$ cat config.mk
export PLATFORM = sky130hd
export DESIGN_NAME = acbd_fifo
export DESIGN_NICKNAME = d
export VERILOG_FILES = /design/src/acbd_fifo.sv
export SDC_FILE = /design/constraint.sdc
export NUM_CORES = 1
export LEC_CHECK = 0
export BUFFER_PORTS_ARGS = -buffer_cell sky130_fd_sc_hd__clkbuf_2
export CORE_ASPECT_RATIO = 0.5
export CORE_UTILIZATION = 58
export CTS_BUF_LIST = sky130_fd_sc_hd__clkbuf_2 sky130_fd_sc_hd__clkbuf_4 sky130_fd_sc_hd__clkbuf_8
export DETAILED_ROUTE_END_ITERATION = 6
export PLACE_DENSITY = 0.85
export SETUP_SLACK_MARGIN = 0.05
export SYNTH_ARGS = -nofsm -noshare
export SYNTH_HDL_FRONTEND = slang
export SYNTH_SLANG_ARGS = --single-unit
$ cat constraint.sdc
create_clock -name clk -period 2.8 [get_ports clk]
set_clock_uncertainty 0.05 [all_clocks]
set_input_delay 0.56 -clock clk [delete_from_list [all_inputs] [get_ports clk]]
set_output_delay 0.56 -clock clk [all_outputs]
set_load 0.1 [all_outputs]
$ cat src/acbd_fifo.sv
// ----------------------------------------------------------------------------
// acbd_fifo
// Small register FIFO with count-based full and empty.
// ----------------------------------------------------------------------------
module acbd_fifo #(
  parameter int unsigned WIDTH = 8,
  parameter int unsigned DEPTH = 4
) (
  input  logic             clk,
  input  logic             rst_n,
  input  logic             push,
  input  logic [WIDTH-1:0] din,
  output logic             full,
  input  logic             pop,
  output logic [WIDTH-1:0] dout,
  output logic             empty
);
  localparam int unsigned PW = (DEPTH > 1) ? $clog2(DEPTH) : 1;
  localparam int unsigned CW = $clog2(DEPTH + 1);

  logic [WIDTH-1:0] mem [DEPTH];
  logic [PW-1:0]    wptr_r, rptr_r;
  logic [CW-1:0]    cnt_r, cnt_nxt;
  logic             we, re;

  assign full  = (cnt_r == CW'(DEPTH));
  assign empty = (cnt_r == '0);
  assign we    = push & ~full;
  assign re    = pop & ~empty;
  assign dout  = mem[rptr_r];

  always_comb begin
    unique case ({we, re})
      2'b10:   cnt_nxt = cnt_r + 1'b1;
      2'b01:   cnt_nxt = cnt_r - 1'b1;
      default: cnt_nxt = cnt_r;
    endcase
  end

  always_ff @(posedge clk) begin
    if (we) begin
      mem[wptr_r] <= din;
    end
  end

  always_ff @(posedge clk) begin
    if (!rst_n) begin
      wptr_r <= '0;
      rptr_r <= '0;
      cnt_r  <= '0;
    end else begin
      cnt_r <= cnt_nxt;
      if (we) begin
        wptr_r <= (wptr_r == PW'(DEPTH - 1)) ? '0 : wptr_r + 1'b1;
      end
      if (re) begin
        rptr_r <= (rptr_r == PW'(DEPTH - 1)) ? '0 : rptr_r + 1'b1;
      end
    end
  end
endmodule

==> flow_metrics.env <==
export IMPL_grt_max_degree=13
export IMPL_worst_r2r_endpoint="cnt_r[2]"
export IMPL_antenna_found_initial=0
export IMPL_finalWeightedCongestion=0.6822
export IMPL_cts_made_buffers=5
export IMPL_maxSlewHeadroom_pct=59.33
export IMPL_final_critical_path_setup_slack_ns=0.2956
export IMPL_ys_ff_latch=41
export IMPL_core_area_um2=2635
export IMPL_antenna_cells=0
export IMPL_drive_gt1_share_pct=31.71
export IMPL_die_h_um=39.65
export IMPL_postSynthNetCount=117
export IMPL_numPlacedInstances=152
export IMPL_post_cts_hold_buffer_count=0
export IMPL_post_drt_wl_per_cell_um=14.83
export IMPL_timing_worst_setup_path_type="flop to output pin"
export IMPL_leakage_power_total_nw=0.6951
export IMPL_drc_violations_left=0
export IMPL_detailedPlacementHpwl_um=1677
export IMPL_cts_num_sinks=41
export IMPL_worstSkewPairLatency_ns=0.28
export IMPL_netlist_top_cells_area="sky130_fd_sc_hd__edfxtp_1, sky130_fd_sc_hd__dfxtp_1, sky130_fd_sc_hd__mux4_2"
export IMPL_io_buffer_count=21
export IMPL_critical_path_peak_fanout=8
export IMPL_synth_distinct_cells=22
export IMPL_final_number_of_setup_violating_endpoints=0
export IMPL_maxClockFrequency_mhz=399.3
export IMPL_cellPowerDensity_nw_per_um2=1082
export IMPL_r2r_start="cnt_r[2]"
export IMPL_cts_buffer_depth=2
export IMPL_critPathLaunchType="flop"
export IMPL_finalMaxSlewViolations=0
export IMPL_cts_tree="yes"
export IMPL_cts_resized_gates=0
export IMPL_worst_setup_hold_path_clk_slew_ns=0.07
export IMPL_areaGrowthSynthToFinish_pct=14.76
export IMPL_grt_pass1_wl_um=3691
export IMPL_worst_endpoint_required_ns=2.19
export IMPL_grt_ovfl_total=0
export IMPL_finalHoldViolCount=0
export IMPL_arrival_ns=1.89
export IMPL_whs_path_depth=1
export IMPL_cts_post_setup_buffers_inserted=0
export IMPL_nets=141
export IMPL_min_delay_start="din[2]"
export IMPL_yosysWarningCount=0
export IMPL_netlist_area_leader_share_pct=58.45
export IMPL_rows=13
export IMPL_detailroute_via_count=847
export IMPL_drt_iter0_markers=47
export IMPL_drtPass1Iterations=6
export IMPL_floorplan_initialDensity_pct=62.39
export IMPL_route_detailed_vias_per_inst=5.294
export IMPL_synth_cells=98
export IMPL_wl_um=2372
export IMPL_grtUsageTotal_pct=18.00
export IMPL_die_area_um2=3064
export IMPL_chipWidth_um=77.30
export IMPL_vdd_drop_max_v=0.0007069
export IMPL_post_route_min_period_ns=2.504
export IMPL_htreeDepth=2
export IMPL_rr_worst_depth=9
export IMPL_most_area_hungry_cell_type_in_the_yosys_netlist="sky130_fd_sc_hd__edfxtp_1"
export IMPL_antenna_violating_nets_post_route=0
export IMPL_max_cap_violations=0
export IMPL_worst_max_slew_pin_slew_ns=0.6049
export IMPL_grt_pass1_vias=764
export IMPL_cts_root_buf="sky130_fd_sc_hd__clkbuf_8"
export IMPL_outcome="completed"
export IMPL_top_level_ports=22
export IMPL_ys_seq_area_share_pct=69.41
export IMPL_worst_hold_path_type="input port to flop"
export IMPL_syn_avg_cell_area_um2=16.78
export IMPL_syn_area_um2=1644
export IMPL_cp_end_kind="output pin"
export IMPL_rrSetupSlack_ns=0.60
export IMPL_min_period_over_period_pct=89.44
export IMPL_instances_no_fill=160
export IMPL_rsz_0062_raised_after_global_routing="no"
export IMPL_whs_endpoint="mem[3][2]"
export IMPL_place_worst_setup_slack_ns=0.5022
-- state kept, by name, summed over array words and instances, names as in the netlist, named ones only --
register / count
mem: 32
cnt_r: 3
rptr_r: 2
wptr_r: 2
-- stage by stage --
stage	setup TNS [ns]	utilization [%]	total power [mW]	hold slack [ns]	area (um^2)
finish	0	71.60	2.041	0.4459	1887
global placement	0	67.90	1.646	0.4378	1789
floorplan	-0.05024	-	1.550	0.4177	1655
global route	0	71.60	2.128	0.4393	1887
detailed placement	0	67.90	1.665	0.4501	1789
CTS	0	71.60	2.054	0.4385	1887
-- worst max-delay path by stage --
stage,cells past startpoint,start,slack (ns),end
detailed placement,9,push,0.50,cnt_r[2]
global placement,9,push,0.57,cnt_r[2]
finish,2,flop,0.30,dout[6]
global route,2,flop,0.15,dout[6]
CTS,2,flop,0.24,dout[3]
floorplan,10,cnt_r[2],-0.05,cnt_r[2]
-- area by class of cell --
type	instances	area [um^2]
Sequential cell	41	1141
Fill cell	180	748.2
Multi-Input combinational cell	46	470.5
Timing Repair Buffer	21	105.1
Clock buffer	8	97.59
Tap cell	37	46.29
Inverter	7	26.28
-- synthesized netlist by cell type (all sizes together) --
cell type and n:
clkbuf 2, nand3 2, mux2i 2, inv 7
xnor2 1, nor3b 1, nor3 1, nor2 2
and2 6, o31ai 1, xor2 1, mux4 8
or3 1, nor2b 1, a21boi 1, buf 2
o21ai 4, edfxtp 32, ha 6, nand2 7
fa 1, dfxtp 9
-- worst max-delay path, stage by stage (launching register included) --
cell,delay [ns]
sky130_fd_sc_hd__dfxtp_1,0.65
sky130_fd_sc_hd__mux4_2,0.58
sky130_fd_sc_hd__clkbuf_2,0.38
-- power breakdown --
group / switching [mW] / internal [mW]
clock network: 0.178 / 0.220
logic: 0.622 / 0.197
registers: 0.0803 / 0.744
total: 0.880 / 1.16
-- per-layer routing --
layer | wire, um | global-route usage, %
met3 | 78 | 5.581
met4 | 5 | 8.491
met5 | 0 | 0
met2 | 1139 | 30.09
met1 | 1149 | 22.31
-- placed cells by master (no fill, tap or decap), types with 2 or more instances in the layout --
cell type | Yosys | layout
sky130_fd_sc_hd__edfxtp_1 | 32 | 32
sky130_fd_sc_hd__clkbuf_2 | 0 | 21
sky130_fd_sc_hd__dfxtp_1 | 9 | 9
sky130_fd_sc_hd__mux4_2 | 8 | 8
sky130_fd_sc_hd__inv_1 | 7 | 7
sky130_fd_sc_hd__nand2_1 | 7 | 7
sky130_fd_sc_hd__and2_1 | 6 | 6
sky130_fd_sc_hd__ha_1 | 6 | 6
sky130_fd_sc_hd__clkbuf_8 | 0 | 6
sky130_fd_sc_hd__o21ai_0 | 4 | 4
sky130_fd_sc_hd__nor2_1 | 2 | 2
sky130_fd_sc_hd__mux2i_1 | 2 | 2
sky130_fd_sc_hd__nand3_1 | 2 | 2
sky130_fd_sc_hd__clkbuf_4 | 0 | 2
-- cells by family (layout without fill, tap and decap cells) --
kind of cell             Yosys count  after routing  synth area share [%]
adder cells (fa/ha/maj)            7              7                 5.784
buffers and inverters             11             36                 2.664
AND/OR/NAND/NOR                   21             21                 6.774
multiplexers                      10             10                 12.18
AO/OA/AOI/OAI                      6              6                 2.131
XOR/XNOR                           2              2                 1.066
flip-flops                        41             41                 69.41
Power figures use the tool's default switching activity.
