### src/acbd_pkg.sv
// ----------------------------------------------------------------------------
// acbd_pkg
// Types, S-box tables and round functions for the AES-128 CBC decrypt block.
// ----------------------------------------------------------------------------
package acbd_pkg;

  localparam int unsigned NUM_ROUNDS = 10;
  localparam int unsigned BLOCK_BYTES = 16;

  typedef logic [127:0] blk_t;
  typedef blk_t [NUM_ROUNDS:0] rkeys_t;
  typedef logic [7:0] sbox_t [256];

  localparam logic [1:0] REG_KEY_HIGH = 2'd0;
  localparam logic [1:0] REG_KEY_LOW  = 2'd1;
  localparam logic [1:0] REG_IV_HIGH  = 2'd2;
  localparam logic [1:0] REG_IV_LOW   = 2'd3;

  typedef struct packed {
    logic        we;
    logic [1:0]  index;
    logic [63:0] data;
  } cfg_t;

  typedef struct packed {
    blk_t block;
    blk_t chain;
    logic last;
  } item_t;

  typedef struct packed {
    blk_t       plain;
    logic [4:0] keep;
    logic       err;
    logic       eom;
  } res_t;

  localparam sbox_t FWD_SBOX = '{
    8'h63,8'h7c,8'h77,8'h7b,8'hf2,8'h6b,8'h6f,8'hc5,8'h30,8'h01,8'h67,8'h2b,8'hfe,8'hd7,8'hab,8'h76,
    8'hca,8'h82,8'hc9,8'h7d,8'hfa,8'h59,8'h47,8'hf0,8'had,8'hd4,8'ha2,8'haf,8'h9c,8'ha4,8'h72,8'hc0,
    8'hb7,8'hfd,8'h93,8'h26,8'h36,8'h3f,8'hf7,8'hcc,8'h34,8'ha5,8'he5,8'hf1,8'h71,8'hd8,8'h31,8'h15,
    8'h04,8'hc7,8'h23,8'hc3,8'h18,8'h96,8'h05,8'h9a,8'h07,8'h12,8'h80,8'he2,8'heb,8'h27,8'hb2,8'h75,
    8'h09,8'h83,8'h2c,8'h1a,8'h1b,8'h6e,8'h5a,8'ha0,8'h52,8'h3b,8'hd6,8'hb3,8'h29,8'he3,8'h2f,8'h84,
    8'h53,8'hd1,8'h00,8'hed,8'h20,8'hfc,8'hb1,8'h5b,8'h6a,8'hcb,8'hbe,8'h39,8'h4a,8'h4c,8'h58,8'hcf,
    8'hd0,8'hef,8'haa,8'hfb,8'h43,8'h4d,8'h33,8'h85,8'h45,8'hf9,8'h02,8'h7f,8'h50,8'h3c,8'h9f,8'ha8,
    8'h51,8'ha3,8'h40,8'h8f,8'h92,8'h9d,8'h38,8'hf5,8'hbc,8'hb6,8'hda,8'h21,8'h10,8'hff,8'hf3,8'hd2,
    8'hcd,8'h0c,8'h13,8'hec,8'h5f,8'h97,8'h44,8'h17,8'hc4,8'ha7,8'h7e,8'h3d,8'h64,8'h5d,8'h19,8'h73,
    8'h60,8'h81,8'h4f,8'hdc,8'h22,8'h2a,8'h90,8'h88,8'h46,8'hee,8'hb8,8'h14,8'hde,8'h5e,8'h0b,8'hdb,
    8'he0,8'h32,8'h3a,8'h0a,8'h49,8'h06,8'h24,8'h5c,8'hc2,8'hd3,8'hac,8'h62,8'h91,8'h95,8'he4,8'h79,
    8'he7,8'hc8,8'h37,8'h6d,8'h8d,8'hd5,8'h4e,8'ha9,8'h6c,8'h56,8'hf4,8'hea,8'h65,8'h7a,8'hae,8'h08,
    8'hba,8'h78,8'h25,8'h2e,8'h1c,8'ha6,8'hb4,8'hc6,8'he8,8'hdd,8'h74,8'h1f,8'h4b,8'hbd,8'h8b,8'h8a,
    8'h70,8'h3e,8'hb5,8'h66,8'h48,8'h03,8'hf6,8'h0e,8'h61,8'h35,8'h57,8'hb9,8'h86,8'hc1,8'h1d,8'h9e,
    8'he1,8'hf8,8'h98,8'h11,8'h69,8'hd9,8'h8e,8'h94,8'h9b,8'h1e,8'h87,8'he9,8'hce,8'h55,8'h28,8'hdf,
    8'h8c,8'ha1,8'h89,8'h0d,8'hbf,8'he6,8'h42,8'h68,8'h41,8'h99,8'h2d,8'h0f,8'hb0,8'h54,8'hbb,8'h16
  };

  // elaboration-time inversion of the forward table
  function automatic sbox_t invert_sbox(input sbox_t f);
    sbox_t inv;
    for (int i = 0; i < 256; i++) begin
      inv[f[i]] = 8'(i);
    end
    return inv;
  endfunction

  localparam sbox_t INV_SBOX = invert_sbox(FWD_SBOX);

  function automatic logic [7:0] xt(input logic [7:0] a);
    return {a[6:0], 1'b0} ^ (a[7] ? 8'h1b : 8'h00);
  endfunction

  function automatic blk_t inv_shift_sub(input blk_t s);
    blk_t o;
    for (int c = 0; c < 4; c++) begin
      for (int r = 0; r < 4; r++) begin
        o[127 - 8 * (c * 4 + r) -: 8] = INV_SBOX[s[127 - 8 * (((c - r + 4) % 4) * 4 + r) -: 8]];
      end
    end
    return o;
  endfunction

  function automatic blk_t inv_mix(input blk_t s);
    blk_t o;
    logic [7:0] a [4];
    logic [7:0] m9 [4];
    logic [7:0] m11 [4];
    logic [7:0] m13 [4];
    logic [7:0] m14 [4];
    logic [7:0] x2, x4, x8;
    for (int c = 0; c < 4; c++) begin
      for (int i = 0; i < 4; i++) begin
        a[i]   = s[127 - 8 * (c * 4 + i) -: 8];
        x2     = xt(a[i]);
        x4     = xt(x2);
        x8     = xt(x4);
        m9[i]  = x8 ^ a[i];
        m11[i] = x8 ^ x2 ^ a[i];
        m13[i] = x8 ^ x4 ^ a[i];
        m14[i] = x8 ^ x4 ^ x2;
      end
      o[127 - 8 * (c * 4)     -: 8] = m14[0] ^ m11[1] ^ m13[2] ^ m9[3];
      o[127 - 8 * (c * 4 + 1) -: 8] = m9[0] ^ m14[1] ^ m11[2] ^ m13[3];
      o[127 - 8 * (c * 4 + 2) -: 8] = m13[0] ^ m9[1] ^ m14[2] ^ m11[3];
      o[127 - 8 * (c * 4 + 3) -: 8] = m11[0] ^ m13[1] ^ m9[2] ^ m14[3];
    end
    return o;
  endfunction

  // one step of the AES-128 key schedule
  function automatic blk_t key_step(input blk_t w, input logic [7:0] rcon);
    logic [31:0] t, w0, w1, w2, w3;
    t  = {FWD_SBOX[w[23:16]] ^ rcon, FWD_SBOX[w[15:8]], FWD_SBOX[w[7:0]], FWD_SBOX[w[31:24]]};
    w0 = w[127:96] ^ t;
    w1 = w[95:64] ^ w0;
    w2 = w[63:32] ^ w1;
    w3 = w[31:0] ^ w2;
    return {w0, w1, w2, w3};
  endfunction

endpackage

### src/acbd_keyexp.sv
// ----------------------------------------------------------------------------
// acbd_keyexp
// Key registers and sequential round-key expansion, one round key a cycle.
// ----------------------------------------------------------------------------
module acbd_keyexp (
  input  logic          clk,
  input  logic          rst_n,
  input  acbd_pkg::cfg_t cfg,
  output logic          busy,
  output acbd_pkg::rkeys_t rk
);
  import acbd_pkg::*;

  logic [63:0] key_hi_r, key_lo_r;
  logic        ld_r;
  logic [3:0]  cnt_r;
  logic [7:0]  rcon_r;
  blk_t        w_r, w_nxt;
  rkeys_t      rk_r;

  assign w_nxt = key_step(w_r, rcon_r);
  assign busy  = ld_r | (cnt_r != '0);
  assign rk    = rk_r;

  always_ff @(posedge clk) begin
    if (!rst_n) begin
      key_hi_r <= '0;
      key_lo_r <= '0;
      ld_r     <= 1'b1;
      cnt_r    <= '0;
    end else begin
      ld_r <= 1'b0;
      if (cfg.we && cfg.index == REG_KEY_HIGH) begin
        key_hi_r <= cfg.data;
        ld_r     <= 1'b1;
      end
      if (cfg.we && cfg.index == REG_KEY_LOW) begin
        key_lo_r <= cfg.data;
        ld_r     <= 1'b1;
      end
      if (ld_r) begin
        cnt_r <= 4'd1;
      end else if (cnt_r != '0) begin
        cnt_r <= (cnt_r == 4'(NUM_ROUNDS)) ? '0 : cnt_r + 1'b1;
      end
    end
  end

  always_ff @(posedge clk) begin
    if (ld_r) begin
      w_r    <= {key_hi_r, key_lo_r};
      rk_r[0] <= {key_hi_r, key_lo_r};
      rcon_r <= 8'h01;
    end else if (cnt_r != '0) begin
      w_r         <= w_nxt;
      rk_r[cnt_r] <= w_nxt;
      rcon_r      <= xt(rcon_r);
    end
  end
endmodule

### config.mk
export PLATFORM = sky130hd
export DESIGN_NAME = acbd_keyexp
export DESIGN_NICKNAME = d
export VERILOG_FILES = /design/src/acbd_pkg.sv /design/src/acbd_keyexp.sv
export SDC_FILE = /design/constraint.sdc
export NUM_CORES = 2
export LEC_CHECK = 0
export BUFFER_PORTS_ARGS = -buffer_cell sky130_fd_sc_hd__buf_2
export CAP_MARGIN = 10
export CORE_AREA = 3 3 583 585
export DETAILED_ROUTE_END_ITERATION = 6
export DIE_AREA = 0 0 586 588
export GPL_TIMING_DRIVEN = 1
export PLACE_DENSITY_LB_ADDON = 0.12
export SETUP_SLACK_MARGIN = 0.2
export SYNTH_ARGS = -nofsm -noshare
export SYNTH_HDL_FRONTEND = slang
export SYNTH_SLANG_ARGS = --single-unit
### constraint.sdc
create_clock -name clk -period 14.1 [get_ports clk]
set_input_delay 0.705 -clock clk [delete_from_list [all_inputs] [get_ports clk]]
set_output_delay 0.705 -clock clk [all_outputs]
set_load 0.01 [all_outputs]
==> impl_metrics.py <==
metrics = {
    "synthesis": {
        "syn_nets": 5147,
        "synth.cell_area_um2": 70400,
        "yosysUniqueCellTypes": 109,
        "ys.flop_type": "edfxtp_1",
        "synth_edf_count": 1536,
        "ys_ff_latch": 1677,
        "synthArstFlopShare_pct": 0,
        "synthCells": 5022,
        "yosysSeqAreaShare_pct": 69.5,
        "post_synth.cell_area_avg_um2": 14.0,
        "yosysWarningCount": 0,
    },
    "global_routing": {
        "first_global_vias": 51500,
        "grt_max_degree": 126,
        "antenna_found_initial": 52,
        "track_usage_pct": 19.9,
        "grt_overflow_total": 0,
        "grt_first_pass_wirelength_um": 478000,
    },
    "sta": {
        "fin_crit_ns": 6.35,
        "setup_viol": 0,
        "tightest_slew_ns": 1.32,
        "rsz0062_at_grt": "no",
        "slew_violations": 0,
        "skew_ns": 0.0568,
        "fmax_mhz": 157,
        "max_slew_margin_pct": 11.6,
        "hold_viol": 0,
        "final.setup.tns_ns": 0,
        "finalCritPeriodShare_pct": 45.0,
        "setup_slack_ns": 7.75,
        "holdWs_ns": 0.0911,
    },
    "worst_setup_path": {
        "cp_max_fo": 40,
        "crit_path_start_kind": "flop",
        "cp.arrival_ns": 6.91,
        "path_class": "reg -> reg",
        "required_ns": 14.65,
        "crit_path_end_kind": "flop",
        "startpoint": "w_r[24]$_DFFE_PN_",
        "r2r_start": "w_r[24]$_DFFE_PN_",
    },
    "detailed_routing": {
        "avgRoutedWirePerCell_um": 32.2,
        "wirelength_um": 359000,
        "final_antenna_net_count": 0,
        "drt_first_pass_iters": 6,
        "dr.first_iter.drc_count": 4764,
        "vias": 52000,
        "avgViaCountPerCell": 4.67,
        "drcViolationCount": 0,
    },
    "clock_tree": {
        "cts_root_buffer": "clkbuf_16",
        "clock-sinks": 1677,
        "htreeDepth": 4,
        "cts_buffers": 202,
        "clock_tree.buffer_depth": 4,
        "clk_latency_ns": 0.89,
        "clk_pin_slew_worst_paths_ns": 0.06,
        "ctsResizeCount": 0,
        "cts_tree": "yes",
    },
    "floorplan": {
        "rows": 213,
        "die_width_um": 586,
        "fp.dieH_um": 588,
        "initial_utilization_pct": 21.0,
        "die-area_um2": 345000,
        "fp.coreArea_um2": 336000,
        "pin_count": 1478,
    },
    "job": {
        "cap_viol_max_count": 0,
    },
    "hold_path": {
        "hold_start": "cfg[16]",
        "hold_class": "in -> reg",
    },
    "layout": {
        "layout-drive-gt1-share_pct": 32.7,
        "synthToLayoutAreaGrowth_pct": 28.1,
        "nNetsFinal": 6643,
        "fill_cells": 35000,
        "stdcell_count": 11100,
        "final_core_util_pct": 26.9,
        "finalInstanceArea_um2": 90200,
    },
    "run_status": {
        "status": "completed",
    },
    "pwr": {
        "p_per_area_nw_per_um2": 314,
        "finalPower_mw": 28.3,
        "leakage_nw": 32.4,
        "vdd_ir_drop_max_mv": 0.166,
    },
    "place": {
        "portBuffers": 1477,
        "placed_cell_area_um2": 83200,
        "dp.cells": 10700,
        "gp_congestion": 0.937,
        "dp_hpwl_um": 252000,
        "pre_cts_ws_ns": 7.71,
    },
}
## final cells by class
cell class                 instances  area (um2)  area share (%)
sequential                      1677       49000            54.3
clock buffer                     243        5270            5.84
tap                             4407        5510            6.11
multi-input combinational       2867       19600            21.8
antenna                           36        90.1          0.0999
timing repair buffer            1665        8930            9.90
clock inverter                   131        1410            1.56
inverter                         105         407           0.451
## report_power, final
group	switching, mW	internal [mW]	leakage [nW]	total [mW]
registers	0.310	9.01	15.4	9.33
logic	10.5	3.18	13.7	13.7
clock network	2.23	3.09	3.26	5.31
## routing by layer
layer	GRT usage (%)	share of wire, %	wire length, um	vias to the layer above
met1	25.9	42	152000	27100
li1	-	-	-	22100
met2	32.7	47	169000	2355
met5	0	0.015	55	-
met3	4.72	7.5	27000	459
met4	5.93	3.2	11600	8
## cell families after synthesis
family	Yosys count	share of synthesized area [%]
AO/OA/AOI/OAI	1173	11.6
XOR/XNOR	188	2.97
adder cells (fa/ha/maj)	56	0.995
buffers and inverters	478	3.08
flip-flops	1677	69.5
multiplexers	150	2.81
AND/OR/NAND/NOR	1300	9.00
## critical path, cell delays in order (launching register included)
cell      delay (ns)
edfxtp_1        0.32
buf_4           0.44
inv_1           0.41
ha_1            0.61
nor2b_1         0.65
nor3_1          0.12
o311ai_0        0.49
o221ai_1        0.18
o31ai_1         0.17
xnor2_2         0.31
xnor2_1         0.64
inv_2           0.33
xor2_2          0.66
xnor2_1         0.36
inv_1           0.33
## final timing paths
path	endpoint	slack [ns]	depth (start not counted)
min reg2reg	key_lo_r[39]$_SDFFE_PN0P_	0.46	2
max	rk[385]$_DFFE_PP_	7.75	14
min	key_hi_r[16]$_SDFFE_PN0P_	0.09	3
max reg2reg	rk[385]$_DFFE_PP_	7.75	14
## synthesized netlist by cell type, drive strengths merged, types with 21 or more instances
master | number | area share, %
mux4 | 31 | 0.99
mux2 | 73 | 1.2
clkbuf | 193 | 1.0
and2 | 69 | 0.61
o311ai | 32 | 0.40
nor2 | 185 | 0.99
a2111oi | 23 | 0.30
a211oi | 46 | 0.50
o21ai | 265 | 1.9
xor2 | 38 | 0.56
a21boi | 134 | 1.4
nor3b | 22 | 0.23
dfxtp | 141 | 4.0
edfxtp | 1536 | 65
inv | 97 | 0.52
o31ai | 27 | 0.29
nand2b | 105 | 0.94
a21oi | 185 | 1.3
nor2b | 90 | 0.80
xnor2 | 134 | 1.9
o221ai | 26 | 0.32
buf | 180 | 1.5
mux2i | 46 | 0.65
nor4 | 22 | 0.22
a22o | 33 | 0.41
a311oi | 35 | 0.44
nand3 | 89 | 0.64
and3 | 21 | 0.19
ha | 56 | 0.99
nand2 | 499 | 2.7
o211ai | 53 | 0.56
or2 | 33 | 0.29
a31oi | 60 | 0.53
nor3 | 96 | 0.68
## what timing repair did
item / CTS / global route
hold endpoints to repair: 31 / 0
hold buffers: 23 / 0
buffers inserted: 0 / 0
## sequential cells by signal, summed over array words and instances, names as in the netlist
name and flops:
cnt_r 4, ld_r 1, key_hi_r 64, rk 1408, w_r 128, key_lo_r 64
rcon_r 8
## cells in the final DEF (no fill, tap or decap), drive strengths merged, types with 89 or more instances in the layout
cell,Yosys,final
a21boi,134,134
a21oi,185,185
buf,180,1642
clkbuf,193,243
clkinv,8,103
dfxtp,141,141
edfxtp,1536,1536
inv,97,105
nand2,499,499
nand2b,105,105
nand3,89,89
nor2,185,185
nor2b,90,90
nor3,96,96
o21ai,265,265
xnor2,134,134
Note: power is estimated with default switching activity, not from simulation.
