==> src/acbd_pkg.sv <==
// ----------------------------------------------------------------------------
// acbd_pkg
// Types, S-box tables and round functions for the AES-128 CBC decrypt block.
// ----------------------------------------------------------------------------
package acbd_pkg;

  localparam int unsigned NUM_ROUNDS = 10;
  localparam int unsigned BLOCK_BYTES = 16;

  typedef logic [127:0] blk_t;
  typedef blk_t [NUM_ROUNDS:0] rkeys_t;
  typedef logic [7:0] sbox_t [256];

  localparam logic [1:0] REG_KEY_HIGH = 2'd0;
  localparam logic [1:0] REG_KEY_LOW  = 2'd1;
  localparam logic [1:0] REG_IV_HIGH  = 2'd2;
  localparam logic [1:0] REG_IV_LOW   = 2'd3;

  typedef struct packed {
    logic        we;
    logic [1:0]  index;
    logic [63:0] data;
  } cfg_t;

  typedef struct packed {
    blk_t block;
    blk_t chain;
    logic last;
  } item_t;

  typedef struct packed {
    blk_t       plain;
    logic [4:0] keep;
    logic       err;
    logic       eom;
  } res_t;

  localparam sbox_t FWD_SBOX = '{
    8'h63,8'h7c,8'h77,8'h7b,8'hf2,8'h6b,8'h6f,8'hc5,8'h30,8'h01,8'h67,8'h2b,8'hfe,8'hd7,8'hab,8'h76,
    8'hca,8'h82,8'hc9,8'h7d,8'hfa,8'h59,8'h47,8'hf0,8'had,8'hd4,8'ha2,8'haf,8'h9c,8'ha4,8'h72,8'hc0,
    8'hb7,8'hfd,8'h93,8'h26,8'h36,8'h3f,8'hf7,8'hcc,8'h34,8'ha5,8'he5,8'hf1,8'h71,8'hd8,8'h31,8'h15,
    8'h04,8'hc7,8'h23,8'hc3,8'h18,8'h96,8'h05,8'h9a,8'h07,8'h12,8'h80,8'he2,8'heb,8'h27,8'hb2,8'h75,
    8'h09,8'h83,8'h2c,8'h1a,8'h1b,8'h6e,8'h5a,8'ha0,8'h52,8'h3b,8'hd6,8'hb3,8'h29,8'he3,8'h2f,8'h84,
    8'h53,8'hd1,8'h00,8'hed,8'h20,8'hfc,8'hb1,8'h5b,8'h6a,8'hcb,8'hbe,8'h39,8'h4a,8'h4c,8'h58,8'hcf,
    8'hd0,8'hef,8'haa,8'hfb,8'h43,8'h4d,8'h33,8'h85,8'h45,8'hf9,8'h02,8'h7f,8'h50,8'h3c,8'h9f,8'ha8,
    8'h51,8'ha3,8'h40,8'h8f,8'h92,8'h9d,8'h38,8'hf5,8'hbc,8'hb6,8'hda,8'h21,8'h10,8'hff,8'hf3,8'hd2,
    8'hcd,8'h0c,8'h13,8'hec,8'h5f,8'h97,8'h44,8'h17,8'hc4,8'ha7,8'h7e,8'h3d,8'h64,8'h5d,8'h19,8'h73,
    8'h60,8'h81,8'h4f,8'hdc,8'h22,8'h2a,8'h90,8'h88,8'h46,8'hee,8'hb8,8'h14,8'hde,8'h5e,8'h0b,8'hdb,
    8'he0,8'h32,8'h3a,8'h0a,8'h49,8'h06,8'h24,8'h5c,8'hc2,8'hd3,8'hac,8'h62,8'h91,8'h95,8'he4,8'h79,
    8'he7,8'hc8,8'h37,8'h6d,8'h8d,8'hd5,8'h4e,8'ha9,8'h6c,8'h56,8'hf4,8'hea,8'h65,8'h7a,8'hae,8'h08,
    8'hba,8'h78,8'h25,8'h2e,8'h1c,8'ha6,8'hb4,8'hc6,8'he8,8'hdd,8'h74,8'h1f,8'h4b,8'hbd,8'h8b,8'h8a,
    8'h70,8'h3e,8'hb5,8'h66,8'h48,8'h03,8'hf6,8'h0e,8'h61,8'h35,8'h57,8'hb9,8'h86,8'hc1,8'h1d,8'h9e,
    8'he1,8'hf8,8'h98,8'h11,8'h69,8'hd9,8'h8e,8'h94,8'h9b,8'h1e,8'h87,8'he9,8'hce,8'h55,8'h28,8'hdf,
    8'h8c,8'ha1,8'h89,8'h0d,8'hbf,8'he6,8'h42,8'h68,8'h41,8'h99,8'h2d,8'h0f,8'hb0,8'h54,8'hbb,8'h16
  };

  // elaboration-time inversion of the forward table
  function automatic sbox_t invert_sbox(input sbox_t f);
    sbox_t inv;
    for (int i = 0; i < 256; i++) begin
      inv[f[i]] = 8'(i);
    end
    return inv;
  endfunction

  localparam sbox_t INV_SBOX = invert_sbox(FWD_SBOX);

  function automatic logic [7:0] xt(input logic [7:0] a);
    return {a[6:0], 1'b0} ^ (a[7] ? 8'h1b : 8'h00);
  endfunction

  function automatic blk_t inv_shift_sub(input blk_t s);
    blk_t o;
    for (int c = 0; c < 4; c++) begin
      for (int r = 0; r < 4; r++) begin
        o[127 - 8 * (c * 4 + r) -: 8] = INV_SBOX[s[127 - 8 * (((c - r + 4) % 4) * 4 + r) -: 8]];
      end
    end
    return o;
  endfunction

  function automatic blk_t inv_mix(input blk_t s);
    blk_t o;
    logic [7:0] a [4];
    logic [7:0] m9 [4];
    logic [7:0] m11 [4];
    logic [7:0] m13 [4];
    logic [7:0] m14 [4];
    logic [7:0] x2, x4, x8;
    for (int c = 0; c < 4; c++) begin
      for (int i = 0; i < 4; i++) begin
        a[i]   = s[127 - 8 * (c * 4 + i) -: 8];
        x2     = xt(a[i]);
        x4     = xt(x2);
        x8     = xt(x4);
        m9[i]  = x8 ^ a[i];
        m11[i] = x8 ^ x2 ^ a[i];
        m13[i] = x8 ^ x4 ^ a[i];
        m14[i] = x8 ^ x4 ^ x2;
      end
      o[127 - 8 * (c * 4)     -: 8] = m14[0] ^ m11[1] ^ m13[2] ^ m9[3];
      o[127 - 8 * (c * 4 + 1) -: 8] = m9[0] ^ m14[1] ^ m11[2] ^ m13[3];
      o[127 - 8 * (c * 4 + 2) -: 8] = m13[0] ^ m9[1] ^ m14[2] ^ m11[3];
      o[127 - 8 * (c * 4 + 3) -: 8] = m11[0] ^ m13[1] ^ m9[2] ^ m14[3];
    end
    return o;
  endfunction

  // one step of the AES-128 key schedule
  function automatic blk_t key_step(input blk_t w, input logic [7:0] rcon);
    logic [31:0] t, w0, w1, w2, w3;
    t  = {FWD_SBOX[w[23:16]] ^ rcon, FWD_SBOX[w[15:8]], FWD_SBOX[w[7:0]], FWD_SBOX[w[31:24]]};
    w0 = w[127:96] ^ t;
    w1 = w[95:64] ^ w0;
    w2 = w[63:32] ^ w1;
    w3 = w[31:0] ^ w2;
    return {w0, w1, w2, w3};
  endfunction

endpackage

==> src/acbd_fifo.sv <==
// ----------------------------------------------------------------------------
// acbd_fifo
// Small register FIFO with count-based full and empty.
// ----------------------------------------------------------------------------
module acbd_fifo #(
  parameter int unsigned WIDTH = 8,
  parameter int unsigned DEPTH = 4
) (
  input  logic             clk,
  input  logic             rst_n,
  input  logic             push,
  input  logic [WIDTH-1:0] din,
  output logic             full,
  input  logic             pop,
  output logic [WIDTH-1:0] dout,
  output logic             empty
);
  localparam int unsigned PW = (DEPTH > 1) ? $clog2(DEPTH) : 1;
  localparam int unsigned CW = $clog2(DEPTH + 1);

  logic [WIDTH-1:0] mem [DEPTH];
  logic [PW-1:0]    wptr_r, rptr_r;
  logic [CW-1:0]    cnt_r, cnt_nxt;
  logic             we, re;

  assign full  = (cnt_r == CW'(DEPTH));
  assign empty = (cnt_r == '0);
  assign we    = push & ~full;
  assign re    = pop & ~empty;
  assign dout  = mem[rptr_r];

  always_comb begin
    unique case ({we, re})
      2'b10:   cnt_nxt = cnt_r + 1'b1;
      2'b01:   cnt_nxt = cnt_r - 1'b1;
      default: cnt_nxt = cnt_r;
    endcase
  end

  always_ff @(posedge clk) begin
    if (we) begin
      mem[wptr_r] <= din;
    end
  end

  always_ff @(posedge clk) begin
    if (!rst_n) begin
      wptr_r <= '0;
      rptr_r <= '0;
      cnt_r  <= '0;
    end else begin
      cnt_r <= cnt_nxt;
      if (we) begin
        wptr_r <= (wptr_r == PW'(DEPTH - 1)) ? '0 : wptr_r + 1'b1;
      end
      if (re) begin
        rptr_r <= (rptr_r == PW'(DEPTH - 1)) ? '0 : rptr_r + 1'b1;
      end
    end
  end
endmodule

==> src/acbd_front.sv <==
// ----------------------------------------------------------------------------
// acbd_front
// Takes input beats, picks the chain value and queues work for the core.
// ----------------------------------------------------------------------------
module acbd_front #(
  parameter int unsigned DEPTH = 4
) (
  input  logic           clk,
  input  logic           rst_n,
  input  acbd_pkg::cfg_t cfg,
  input  logic           accept,
  input  acbd_pkg::blk_t block,
  input  logic           start,
  input  logic           last,
  output logic           q_full,
  input  logic           q_pop,
  output acbd_pkg::item_t q_item,
  output logic           q_empty
);
  import acbd_pkg::*;

  logic [63:0] iv_hi_r, iv_lo_r;
  blk_t        chain_r;
  item_t       push_item;
  logic [$bits(item_t)-1:0] q_dout;

  assign push_item.block = block;
  assign push_item.chain = start ? {iv_hi_r, iv_lo_r} : chain_r;
  assign push_item.last  = last;
  assign q_item          = item_t'(q_dout);

  always_ff @(posedge clk) begin
    if (!rst_n) begin
      iv_hi_r <= '0;
      iv_lo_r <= '0;
      chain_r <= '0;
    end else begin
      if (cfg.we && cfg.index == REG_IV_HIGH) begin
        iv_hi_r <= cfg.data;
      end
      if (cfg.we && cfg.index == REG_IV_LOW) begin
        iv_lo_r <= cfg.data;
      end
      if (accept) begin
        chain_r <= block;
      end
    end
  end

  acbd_fifo #(.WIDTH($bits(item_t)), .DEPTH(DEPTH)) u_q (
    .clk   (clk),
    .rst_n (rst_n),
    .push  (accept),
    .din   (push_item),
    .full  (q_full),
    .pop   (q_pop),
    .dout  (q_dout),
    .empty (q_empty)
  );
endmodule

==> config.mk <==
export PLATFORM = sky130hd
export DESIGN_NAME = acbd_front
export DESIGN_NICKNAME = d
export VERILOG_FILES = /design/src/acbd_pkg.sv /design/src/acbd_fifo.sv /design/src/acbd_front.sv
export SDC_FILE = /design/constraint.sdc
export NUM_CORES = 1
export LEC_CHECK = 0
export BUFFER_PORTS_ARGS = -buffer_cell sky130_fd_sc_hd__buf_2
export CAP_MARGIN = 40
export CELL_PAD_IN_SITES_DETAIL_PLACEMENT = 0
export CELL_PAD_IN_SITES_GLOBAL_PLACEMENT = 1
export CORE_MARGIN = 2
export CORE_UTILIZATION = 55
export DETAILED_ROUTE_END_ITERATION = 8
export HOLD_SLACK_MARGIN = 0.15
export PLACE_DENSITY_LB_ADDON = 0.1
export SYNTH_ARGS = -nofsm -noshare
export SYNTH_HDL_FRONTEND = slang
export SYNTH_SLANG_ARGS = --single-unit
==> constraint.sdc <==
create_clock -name clk -period 17.65 [get_ports clk]
set_clock_uncertainty 0.15 [all_clocks]
set_input_delay 1.765 -clock clk [delete_from_list [all_inputs] [get_ports clk]]
set_output_delay 1.765 -clock clk [all_outputs]
set_load 0.005 [all_outputs]
==> impl_metrics.py <==
metrics = {
    "yosys": {
        "synthSimpleGateAreaFrac_pct": 3.89,
        "synthTopCellsByCount": "edfxtp_1 (1028), dfxtp_1 (265), nand2_1 (263), mux4_2 (257), mux2i_1 (130)",
        "synth_fp_nets": 2718,
        "synth_seq_area_share_pct": 74.2,
        "synth_fa_ha_area_share_pct": 0.195,
        "synth.area.mux_share_pct": 17.5,
        "yosysMostFrequentCell": "edfxtp_1",
        "syn_area_per_cell_um2": 19.4,
        "synth_compound_area_share_pct": 2.04,
        "yosys_most_used_dff": "edfxtp_1",
        "netlist.area_leader.share_pct": 63.3,
        "synth-edff-count": 1028,
        "synthArstFlopShare_pct": 0,
        "netlist_area_um2": 48800,
        "synthCells": 2510,
        "synthDistinctLibCells": 29,
        "synth-xor-area-share_pct": 0.0359,
        "synth_top_cell_by_area": "edfxtp_1",
        "synth_top_family_by_area": "multiplexers",
        "synth-seq-cells": 1293,
        "synthTopCellsByArea": "edfxtp_1 (63%), mux4_2 (12%), dfxtp_1 (11%), mux2_2 (3.0%), mux2i_1 (2.7%)",
        "yosys_warnings": 0,
    },
    "clock_tree": {
        "clk_latency_ps": 720,
        "clock-sinks": 1293,
        "cts_buffer_depth": 3,
        "cts_resized": 0,
        "post_cts_buffers": 0,
        "cts_hold_buf": 0,
        "clk_pin_slew_ps": 60,
        "cts_buffers": 134,
        "cts_tree": "done",
        "root_buffer": "clkbuf_16",
        "htree_levels": 4,
    },
    "detailed_routing": {
        "wl_per_cell_um": 26.6,
        "viasPerCell": 5.69,
        "num_vias": 24400,
        "drt_iter0_markers": 1905,
        "drt_wl_total_um": 114000,
        "first_pass_iters": 9,
        "ant_nets": 0,
        "drcViolationCount": 0,
    },
    "cells_and_area": {
        "areaGrowthSynthToFinish_pct": 16.4,
        "fin_nets": 3217,
        "drive_above_1_share_pct": 34.9,
    },
    "worst_setup_path": {
        "worstPathCellList": "buf_12 > buf_4 > buf_4 > buf_12 > mux4_2 > buf_2",
        "slowest_stage": "dfxtp_4",
        "required_ps": 15730,
        "path_max_fanout": 93,
        "crit_arrival_ps": 4600,
        "crit_path_max_incr_delay_ps": 820,
        "worstSetupPathType": "register to primary output",
        "crit_family": "buffers and inverters",
        "cp_num_buf_inv": 5,
        "setup.worst_path.end_class": "primary output",
        "worstSetupStartpointType": "register",
    },
    "floorplanning": {
        "io_pins": 460,
        "die_y_um": 302,
        "fp.dieW_um": 302,
        "die_area_um2": 91100,
        "rows": 109,
        "core_region_area_um2": 88100,
        "start_util_pct": 55.4,
    },
    "global_route": {
        "grt_use_total_pct": 25.1,
        "antenna_found_initial": 19,
        "grt_max_degree": 149,
        "grt_pass1_wl_um": 166000,
        "grt_pass1_vias": 25400,
        "grt-ovfl-total": 0,
    },
    "sta": {
        "finalSetupTns_ps": 0,
        "finalHoldViolations": 0,
        "worst_pin_slew_ps": 1180,
        "maxSlewHeadroom_pct": 21.4,
        "fmax_ghz": 0.153,
        "setup_violations": 0,
        "period_share_pct": 36.9,
        "drv_slew": 0,
        "grt_setup_unrepaired": "no",
        "min_period_ps": 6520,
    },
    "placed_design": {
        "gp_congestion": 0.791,
        "numPortBuffers": 459,
        "hpwl_um": 73500,
    },
    "status": {
        "status": "completed",
    },
    "pwr": {
        "p_per_area_nw_per_um2": 141,
        "vdd_drop_max_v": 0.000101,
        "p_leak_nw": 19.7,
        "power_mw": 7.98,
    },
    "hold_path": {
        "hp-class": "register to register",
    },
    "flow_run": {
        "maxCapViolations": 0,
    },
}
-- metal layers --
layer,track usage [%],wire length [um],up-vias
li1,-,-,10800
met1,33.0,45400,12700
met2,42.8,59000,742
met3,5.11,7170,154
met4,7.58,2530,14
met5,0,89,-
-- stage by stage --
step                      cells  worst slack (ps)  instance area, um^2  util [%]  hold slack (ps)
after global placement     4018             11300                51800      58.8              298
after detailed placement   4038             11620                52300      59.4              305
final                      4294             11130                56800      64.5              312
after CTS                  4287             10840                56800      64.4              314
after floorplan            2510              8870                48800         -              290
after global routing       4291             10600                56800      64.4              339
-- layout by cell type, fill, tap and decap left out, drive strengths merged --
| master | n |
|---|---|
| nand3 | 3 |
| a21boi | 129 |
| and2 | 6 |
| nor2 | 2 |
| mux2i | 130 |
| and3 | 1 |
| clkinvlp | 5 |
| mux2 | 128 |
| o21ai | 4 |
| ha | 6 |
| clkinv | 34 |
| nor2b | 129 |
| bufinv | 12 |
| fa | 1 |
| nand3b | 1 |
| o31ai | 1 |
| inv | 13 |
| mux4 | 257 |
| nor3b | 1 |
| xnor2 | 1 |
| and3b | 1 |
| edfxtp | 1028 |
| buf | 504 |
| xor2 | 1 |
| dfxtp | 265 |
| nand2 | 263 |
| nor3 | 1 |
| diode | 7 |
| or3 | 1 |
| clkbuf | 194 |
-- state kept, by name (all words and copies together) (netlist names), named ones only --
signal      cells
chain_r       128
iv_hi_r        64
iv_lo_r        64
u_q.cnt_r       3
u_q.mem      1028
u_q.rptr_r      2
u_q.wptr_r      2
-- tightest hold or removal path: stages (launching register included) --
cell	delay [ps]
dfxtp_1	300
nand2_1	40
a21boi_0	60
-- layout make-up --
class	instances	area, um^2
sequential	1293	36200
fill	6195	31300
multi-input combinational	1067	11600
clock buffer	192	3820
timing repair buffer	506	3080
tap	1165	1460
clock inverter	57	636
inverter	7	26.3
antenna	7	17.5
-- kinds of logic (layout without fill, tap and decap cells) --
| kind of cell | Yosys count | in the layout |
|---|---|---|
| fa+ha+maj | 7 | 7 |
| buf+inv | 150 | 762 |
| simple gates | 409 | 409 |
| mux | 515 | 515 |
| other cells | 0 | 7 |
| flops | 1293 | 1293 |
| xor+xnor | 2 | 2 |
| compound gates | 134 | 134 |
-- report_power, final --
part	internal (mW)	switching, mW
Combinational	0.712	0.770
Sequential	3.59	0.0947
Clock	1.69	1.13
Total	5.99	1.99
-- final timing paths --
path / startpoint / to / slack, ps / cells after the start
max: register / q_item[181] / 11130 / 6
min: iv_hi_r[27] / iv_hi_r[27] / 310 / 2
max reg2reg: u_q.cnt_r[0] / u_q.mem[0][181] / 14210 / 6
min reg2reg: iv_hi_r[27] / iv_hi_r[27] / 310 / 2
Note: power is estimated with default switching activity, not from simulation.
